===== src/sv/irts_pkg.sv =====
// Shared types and constants for the range table search block.
// No dependencies; every other file of the block but irts_ram imports this package.
package irts_pkg;

	localparam int unsigned IDX_W = 12;
	localparam int unsigned ADDR_W = 32;
	localparam int unsigned OFS_W = 24;
	localparam int unsigned TABLE_DEPTH_DEF = 4096;
	localparam int unsigned CFG_IDX_W = 1;

	// Request command codes.
	localparam logic CMD_WRITE = 1'b0;
	localparam logic CMD_LOOKUP = 1'b1;

	// Configuration register indexes.
	localparam logic [CFG_IDX_W-1:0] REG_FIRST_ENTRY = 1'b0;
	localparam logic [CFG_IDX_W-1:0] REG_LAST_ENTRY = 1'b1;

	typedef struct packed {
		logic              command;
		logic [IDX_W-1:0]  entry_index;
		logic [ADDR_W-1:0] entry_start_address;
		logic [OFS_W-1:0]  entry_record_offset;
		logic [ADDR_W-1:0] lookup_address;
	} req_t;

	typedef struct packed {
		logic [IDX_W-1:0] found_index;
		logic [OFS_W-1:0] record_offset;
	} rsp_t;

	// Commands from the controller to the datapath.
	typedef struct packed {
		logic load;     // capture bounds and address of a lookup
		logic write;    // store a table entry
		logic probe;    // first read of a search
		logic step;     // halve the span and read the next probe
		logic resolve;  // choose between the last two entries
		logic emit;     // move the result into the output register
	} dp_cmd_t;

	// Status from the datapath to the controller.
	typedef struct packed {
		logic degenerate;  // upper bound not above lower bound
		logic wide;        // more than two entries remain
		logic out_busy;    // output register holds an untaken result
	} dp_stat_t;

endpackage


===== src/sv/irts_ctrl.sv =====
// Sequencing state machine for the range table search block.
// Depends on irts_pkg for the command and status structs.
module irts_ctrl import irts_pkg::*; (
	input  logic     clk,
	input  logic     arst_n,
	input  logic     req_valid,
	input  logic     req_command,
	output logic     req_ready,
	input  dp_stat_t stat,
	output dp_cmd_t  cmd
);

	typedef enum logic [4:0] {
		S_IDLE  = 5'b00001,
		S_PROBE = 5'b00010,
		S_STEP  = 5'b00100,
		S_FINAL = 5'b01000,
		S_FETCH = 5'b10000
	} state_t;

	state_t state_q, state_d;
	logic   accept;

	assign req_ready = (state_q == S_IDLE);
	assign accept = req_valid && req_ready;

	always_comb begin
		state_d = state_q;
		cmd = '0;
		case (state_q)
			S_IDLE: begin
				if (accept) begin
					if (req_command == CMD_LOOKUP) begin
						cmd.load = 1'b1;
						state_d = S_PROBE;
					end else begin
						cmd.write = 1'b1;
					end
				end
			end
			S_PROBE: begin
				cmd.probe = 1'b1;
				if (stat.degenerate) begin
					state_d = S_FETCH;
				end else if (stat.wide) begin
					state_d = S_STEP;
				end else begin
					state_d = S_FINAL;
				end
			end
			S_STEP: begin
				cmd.step = 1'b1;
				if (!stat.wide) begin
					state_d = S_FINAL;
				end
			end
			S_FINAL: begin
				cmd.resolve = 1'b1;
				state_d = S_FETCH;
			end
			S_FETCH: begin
				// Wait here until the previous result has been taken.
				if (!stat.out_busy) begin
					cmd.emit = 1'b1;
					state_d = S_IDLE;
				end
			end
			default: begin
				state_d = S_IDLE;
			end
		endcase
	end

	always_ff @(posedge clk or negedge arst_n) begin
		if (!arst_n) begin
			state_q <= S_IDLE;
		end else begin
			state_q <= state_d;
		end
	end

endmodule


===== config.mk =====
export PLATFORM = sky130hd
export DESIGN_NAME = irts_ctrl
export DESIGN_NICKNAME = d
export VERILOG_FILES = /design/src/sv/irts_pkg.sv /design/src/sv/irts_ctrl.sv
export SDC_FILE = /design/constraint.sdc
export NUM_CORES = 1
export LEC_CHECK = 0
export BUFFER_PORTS_ARGS = -buffer_cell sky130_fd_sc_hd__clkbuf_2
export CORE_MARGIN = 2
export CORE_UTILIZATION = 25
export DETAILED_ROUTE_END_ITERATION = 6
export GPL_ROUTABILITY_DRIVEN = 0
export GPL_TIMING_DRIVEN = 0
export PLACE_DENSITY = 0.49
export REMOVE_ABC_BUFFERS = 1
export SYNTH_ARGS = -nofsm -noshare
export SYNTH_HDL_FRONTEND = slang
export SYNTH_SLANG_ARGS = --single-unit

===== constraint.sdc =====
create_clock -name clk -period 1.5 [get_ports clk]
set_input_delay 0.375 -clock clk [delete_from_list [all_inputs] [get_ports clk]]
set_output_delay 0.375 -clock clk [all_outputs]
set_load 0.03 [all_outputs]

==> results by group, run 1 <==
Finish
  • Fillcell total: approximately 140
  • Max FFs per register: 5
  • Commonest non-fill, non-tap cell in the layout: buf_4
  • Cell area after layout: 609 um2
  • Layout cells sized above 1: between 50 and 60%
  • Most frequent cells in the layout: 7 x buf_4, 6 x clkbuf_2, 4 x nor2_1
  • Final net count: 71
  • Top Registers: state_q: 5 flops
  • Antenna diodes: 0
  • Layout area overhead: 77.7%
  • Top reg by flops: state_q

Route
  • # DRC: 0
  • DR vias: ~380
  • Vias per cell: 4.88
  • Initial drt markers: 3
  • DRT antenna net count: 0
  • DR WL/cell: 11.0 um
  • Routed WL: 856 um
  • Pre-antenna DRT Iters: 3

Floorplan
  • Ports: 14
  • Die area: around 1700 um2
  • Core region area: 1280 um2
  • Starting density of the core: 26.7%
  • Die X: approximately 40 um
  • Placement Rows: 13
  • Die Y: just over 40 um

Placement
  • Dpl ws: -243 ps
  • DP Area: 422 um2
  • Buffers on Ports: 13
  • Hpwl dp: 559 um

Status
  • Status: complete, but fails checks
  • Failing checks: setup timing

Timing
  • Final period utilization: 123%
  • Fmax achieved: approximately 540 MHz
  • Setup violators final: 7
  • Worst-Margin Slew: 276 ps
  • Unrepaired setup endpoints after global routing: yes
  • Hold Fails Final Rpt: 0
  • Clock skew: 9.91 ps
  • Crit path time final: ~1800 ps
  • Sum of negative setup slack: -1620 ps
  • Final setup margin: -340 ps
  • Slew Viols, Final: 0
  • Slew HR: 81.4%

Clocking
  • Later-pin clock latency in the skew report: 240 ps
  • CTS Buffer Depth: 2
  • CTS Buf Count: 3
  • Clk root buf: clkbuf_4
  • TritonCTS clock tree: yes
  • H-tree depth: 1
  • Clock slew at reported path FFs: 50 ps
  • Clock sinks: 5

Power
  • Pwr/cell area: 1320 nW/um2
  • Peak supply drop: a little under 0.0008 V
  • Total power: about 800 uW
  • Static leakage: 0.000282 uW

Logic synthesis
  • Leading post-synthesis cells by cell area: dfrtp_1 29%, dfstp_2 7.7%, nor2_1 7.7%
  • Post-synth top area share: between 20% and 30%
  • Synth area leader: dfrtp_1
  • Average cell area after synthesis: 8.79 um2
  • Mapped cell area: roughly 340 um2
  • Seq/Total Area, Yosys: 36.9%
  • Ys Warns: 0
  • Yosys reg bits: 5
  • Post-synth cell types: 22
  • Gate Count Post-Synth: 39

Global routing
  • Vias in the first global route: 340
  • First-pass GRT wire length: between 1000 and 1500 um
  • Grt ovf: 0
  • Initial antenna violation count: 0
  • GR Util All Layers: about an eighth
  • Pin count of the biggest net entering global routing: 8

Setup path
  • Worst R2R Path Depth: 6
  • Worst Path Max Fanout: 7
  • WP data required: 1120 ps
  • Worst path arrival time: about 1500 ps
  • Startpoint types: register
  • CP Class: register to primary output
  • Setup crit end kind: primary output

Min path
  • Min-Delay Path Class: input pin to register
  • Hold path depth: 2

Flow run
  • Max-cap violation count: 0
==> kinds of logic (layout without fill, tap and decap cells) <==
logic type,count (synthesis),count (layout),synth area share (%)
and+or+nand+nor,24,24,44.9
xor gates and xnor gates,1,1,2.56
buffers and inverters,3,27,3.65
DFF,5,5,36.9
AOI/OAI and AO/OA,6,6,12.0
==> area by class of cell <==
type	count	area, um2	share of cell area, %
multi-input combinational	31	240	39.4
timing repair buffer	21	186	30.6
sequential	5	130	21.4
clock buffer	4	26.3	4.31
tap	15	18.8	3.08
inverter	2	7.51	1.23
==> layer usage <==
layer  global-route usage (%)  wire length [um]  vias to the layer above
met5                        0                 0                        -
met4                     5.00                 0                        0
met3                     3.80                52                        0
met2                     21.5               445                       10
met1                     13.9               358                      182
li1                         -                 -                      189
==> repair_timing <==
action / CTS / global route
endpoints found under the hold margin: 4 / 0
pin swaps: 3 / 0
setup endpoints to repair: 7 / 7
resized for setup: 22 / 9
hold buffers: 1 / 0
setup buffers: 6 / 1
==> critical path, cell delays in order (launching register included) <==
cell and delay, ps:
dfstp_2 410, or3_4 410, nor4b_2 220, buf_4 190
==> worst paths after layout <==
kind                       startpoint         end  slack [ps]
setup / recovery           state_q[0]      cmd[0]        -340
hold / removal                stat[1]  state_q[3]         300
setup reg to reg           state_q[1]  state_q[0]          80
hold reg to reg            state_q[0]  state_q[4]         670
max in group asynchronous      arst_n  state_q[0]         780
min in group asynchronous      arst_n  state_q[3]         490
==> stage by stage <==
stage	cells	hold WS, ps	util, %
after CTS	77	304	45.1
after global placement	66	196	32.8
after global routing	78	314	47.4
final	78	304	47.4
after floorplan	38	79.4	-
after detailed placement	66	196	32.8
==> Yosys cell counts (all sizes together) <==
library cell	n
dfstp	1
or3	1
dfrtp	4
buf	1
o32ai	1
o21ai	2
nor2b	1
nand3	1
inv	2
nand3b	2
nor4b	1
and3	2
xor2	1
nand2b	1
a21oi	1
o21a	1
nor2	7
o211a	1
nor3b	3
and2	3
nor3	2
==> report_power, final <==
part / internal, uW / total (uW) / switching [uW]
Sequential: 171 / 218 / 47.2
Combinational: 223 / 427 / 204
Clock: 101 / 159 / 58.2
Total: 495 / 804 / 309
Note: power is estimated with default switching activity, not from simulation.
==> inputs of run 2 (changes only) <==
--- a/config.mk
+++ b/config.mk
@@ -5,6 +5,7 @@
 export SDC_FILE = /design/constraint.sdc
 export NUM_CORES = 1
 export LEC_CHECK = 0
+export ABC_AREA = 1
 export BUFFER_PORTS_ARGS = -buffer_cell sky130_fd_sc_hd__clkbuf_2
 export CORE_MARGIN = 2
 export CORE_UTILIZATION = 25
==> results by group, run 2 <==
Logic synthesis
  • EDFF count, synth: 0 (unchanged)
  • Primary FF master, synth: dfrtp_1
  • Yosys reg bits: 5 (unchanged)
  • Leading post-synthesis cells by cell area: dfrtp_1 30%, nand2_1 13%, nor2_1 10%
  • Seq/Total Area, Yosys: 37.8% (+0.97 points)
  • Synth area leader: dfrtp_1
  • Ys Warns: 0 (unchanged)
  • Post-synth top cells: 12 x nand2_1, 9 x nor2_1, 6 x inv_1
  • Async S/R FF share, synth: 100% (unchanged)
  • Average cell area after synthesis: 6.55 um2 (-25%)
  • Mapped cell area: 334 um2 (-2.6%)
  • Gate Count Post-Synth: 51 (+31%)
  • Most common cell in the netlist: nand2_1
  • Post-synth cell types: 15 (-32%)
  • Post-synth top area share: 30.0% (+0.77 points)

Clocking
  • Clock slew at reported path FFs: 40 ps (about the same)
  • Clk root buf: clkbuf_4
  • TritonCTS clock tree: yes
  • H-tree depth: 1 (unchanged)
  • CTS Buffer Depth: 2 (unchanged)
  • CTS Buf Count: 3 (unchanged)
  • Clock sinks: 5 (unchanged)
  • Later-pin clock latency in the skew report: 240 ps (about the same)

Floorplan
  • Die area: 1640 um2 (-2.3%)
  • Placement Rows: 13 (unchanged)
  • Ports: 14 (unchanged)
  • Die X: 40.6 um (-1.2%)
  • Starting density of the core: 26.3% (-0.35 points)
  • Die Y: 40.6 um (-1.2%)
  • Core region area: 1270 um2 (-1.3%)

Timing
  • Unrepaired setup endpoints after global routing: yes
  • Final setup margin: -211 ps (+129 ps)
  • Worst-Margin Slew: 196 ps (-80.4 ps)
  • Slew HR: 86.8% (+5.4 points)
  • Fmax achieved: 584 MHz (+7.6%)
  • Sum of negative setup slack: -1330 ps (+287 ps)
  • Slew Viols, Final: 0 (unchanged)
  • Hold Fails Final Rpt: 0 (unchanged)
  • Final period utilization: 114% (-8.6 points)
  • WHS: 419 ps (+115 ps)
  • Crit path time final: 1710 ps (-129 ps)
  • Setup violators final: 8 (+1)
  • Clock skew: 0.505 ps (-9.40 ps)

Global routing
  • First-pass GRT wire length: 1620 um (+22%)
  • GR Util All Layers: 15.6% (+3.2 points)
  • Vias in the first global route: 415 (+22%)
  • GRT met1 Usage: 18.6% (+4.7 points)
  • GR met2 Demand/Resource: 25.0% (+3.5 points)
  • GRT busiest layer: met2
  • Global Route met3 Usage: 3.33% (-0.47 points)
  • Pin count of the biggest net entering global routing: 6 (-2)
  • Initial antenna violation count: 0 (unchanged)
  • Grt ovf: 0 (unchanged)

Setup path
  • CP top delay family: flip-flops
  • Max stage delay on crit path: 420 ps (about the same)
  • Startpoint types: register
  • Worst path arrival time: 1340 ps (-130 ps)
  • Buf/Inv on CP: 3 (+2)
  • CP max stage cell: dfrtp_1
  • Setup crit end kind: primary output
  • Worst Path Max Fanout: 4 (-3)
  • Cell Chain, Critical Path: inv_2 > nor2_1 > nand2_1 > inv_1 > clkbuf_4
  • CP Class: register to primary output
  • WP data required: 1120 ps (about the same)

Finish
  • Commonest non-fill, non-tap cell in the layout: buf_4
  • Antenna diodes: 0 (unchanged)
  • Layout cells sized above 1: 64.4% (+5.6 points)
  • Top reg by flops: state_q
  • Layout area overhead: 104%
  • Final net count: 95 (+34%)
  • Most frequent cells in the layout: 20 x buf_4, 9 x nand2_1, 7 x inv_2, 7 x nor2_1, 6 x clkbuf_2
  • Max FFs per register: 5 (unchanged)
  • Top Registers: state_q: 5 flops

Min path
  • Min-Delay Path Class: input pin to register

Route
  • # DRC: 0 (unchanged)
  • DR WL/cell: 10.3 um (-6.2%)
  • DR vias: 454 (+19%)
  • Vias per cell: 4.45 (-8.9%)
  • Initial drt markers: 8 (+5)
  • Routed WL: 1050 um (+23%)
  • DRT antenna net count: 0 (unchanged)
  • Pre-antenna DRT Iters: 4 (+1)

Placement
  • Buffers on Ports: 13 (unchanged)
  • Hpwl dp: 601 um (+7.6%)

Power
  • Sw power: 467 uW (+51%)
  • Peak supply drop: 0.000703 V (-10%)
  • Static leakage: 0.000378 uW (+34%)
  • Pwr/cell area: 1590 nW/um2 (+21%)
  • Clock power share: 13.9% (-5.9 points)
  • Sw frac: 43.0% (+4.6 points)
  • Comb pwr share: 65.7% (+13 points)
  • P_int: 618 uW (+25%)
  • Flop pwr share: 20.4% (-6.7 points)

Status
  • Status: complete, but fails checks
  • Failing checks: setup timing

Flow run
  • Max-cap violation count: 0 (unchanged)
-- run 2: metrics by stage --
stage	util [%]	power (uW)	cells	setup WS, ps	area (um2)
after global placement	32.9	597	79	-118	418
after floorplan	-	499	51	-363	334
final	53.7	1080	102	-211	682
after detailed placement	32.9	591	79	-118	418
after global routing	53.7	1190	102	-308	682
after CTS	49.9	1040	100	-262	633
-- run 2: timing repair --
| action | 4_1_cts | 5_1_grt |
|---|---|---|
| hold endpoints to repair | 4 | 0 |
| gates resized for setup | 17 | 16 |
| hold buffers | 1 | 0 |
| pin swaps | 5 | 7 |
| setup buffers | 16 | 4 |
| setup endpoints to repair | 7 | 11 |
| cloned | 0 | 0 |
-- run 2: path summary, 6_finish.rpt --
path,start,end,slack (ps),cells after the start
max in group asynchronous,arst_n,state_q[0],800,2
max,state_q[1],cmd[3],-210,5
min,stat[2],state_q[3],420,4
max reg2reg,state_q[0],state_q[4],-210,12
min in group asynchronous,arst_n,state_q[1],480,2
min reg2reg,state_q[4],state_q[1],710,4
-- run 2: power groups by stage --
stage	registers [uW]	clock network (uW)	logic, uW
CTS	219	162	655
global placement	218	0	379
finish	221	150	713
global route	226	177	783
floorplan	208	0	291
detailed placement	215	0	377
-- run 2: cell families after synthesis --
kind of cell / count (synthesis) / share of synthesized area [%]
simple gates: 30 / 41.2
buf+inv: 10 / 11.2
compound gates: 6 / 9.74
flops: 5 / 37.8
-- run 2: tightest hold or removal path, stage by stage --
cell      delay (ps)
clkbuf_2          90
o21ai_1           50
nand2_1           60
nor2_1            40
-- run 2: layer usage --
layer	vias to the layer above	part of all wire [%]
met1	211	43
li1	235	-
met3	2	3.0
met4	0	0.67
met5	-	0
met2	6	53
-- run 2: final cells by class --
type | count | area [um2]
clock buffers | 4 | 26.3
fillers | 117 | 587
inverters | 10 | 37.5
multi-input cells | 36 | 225
flip-flops and latches | 5 | 128
well taps | 15 | 18.8
repair buffers | 32 | 246
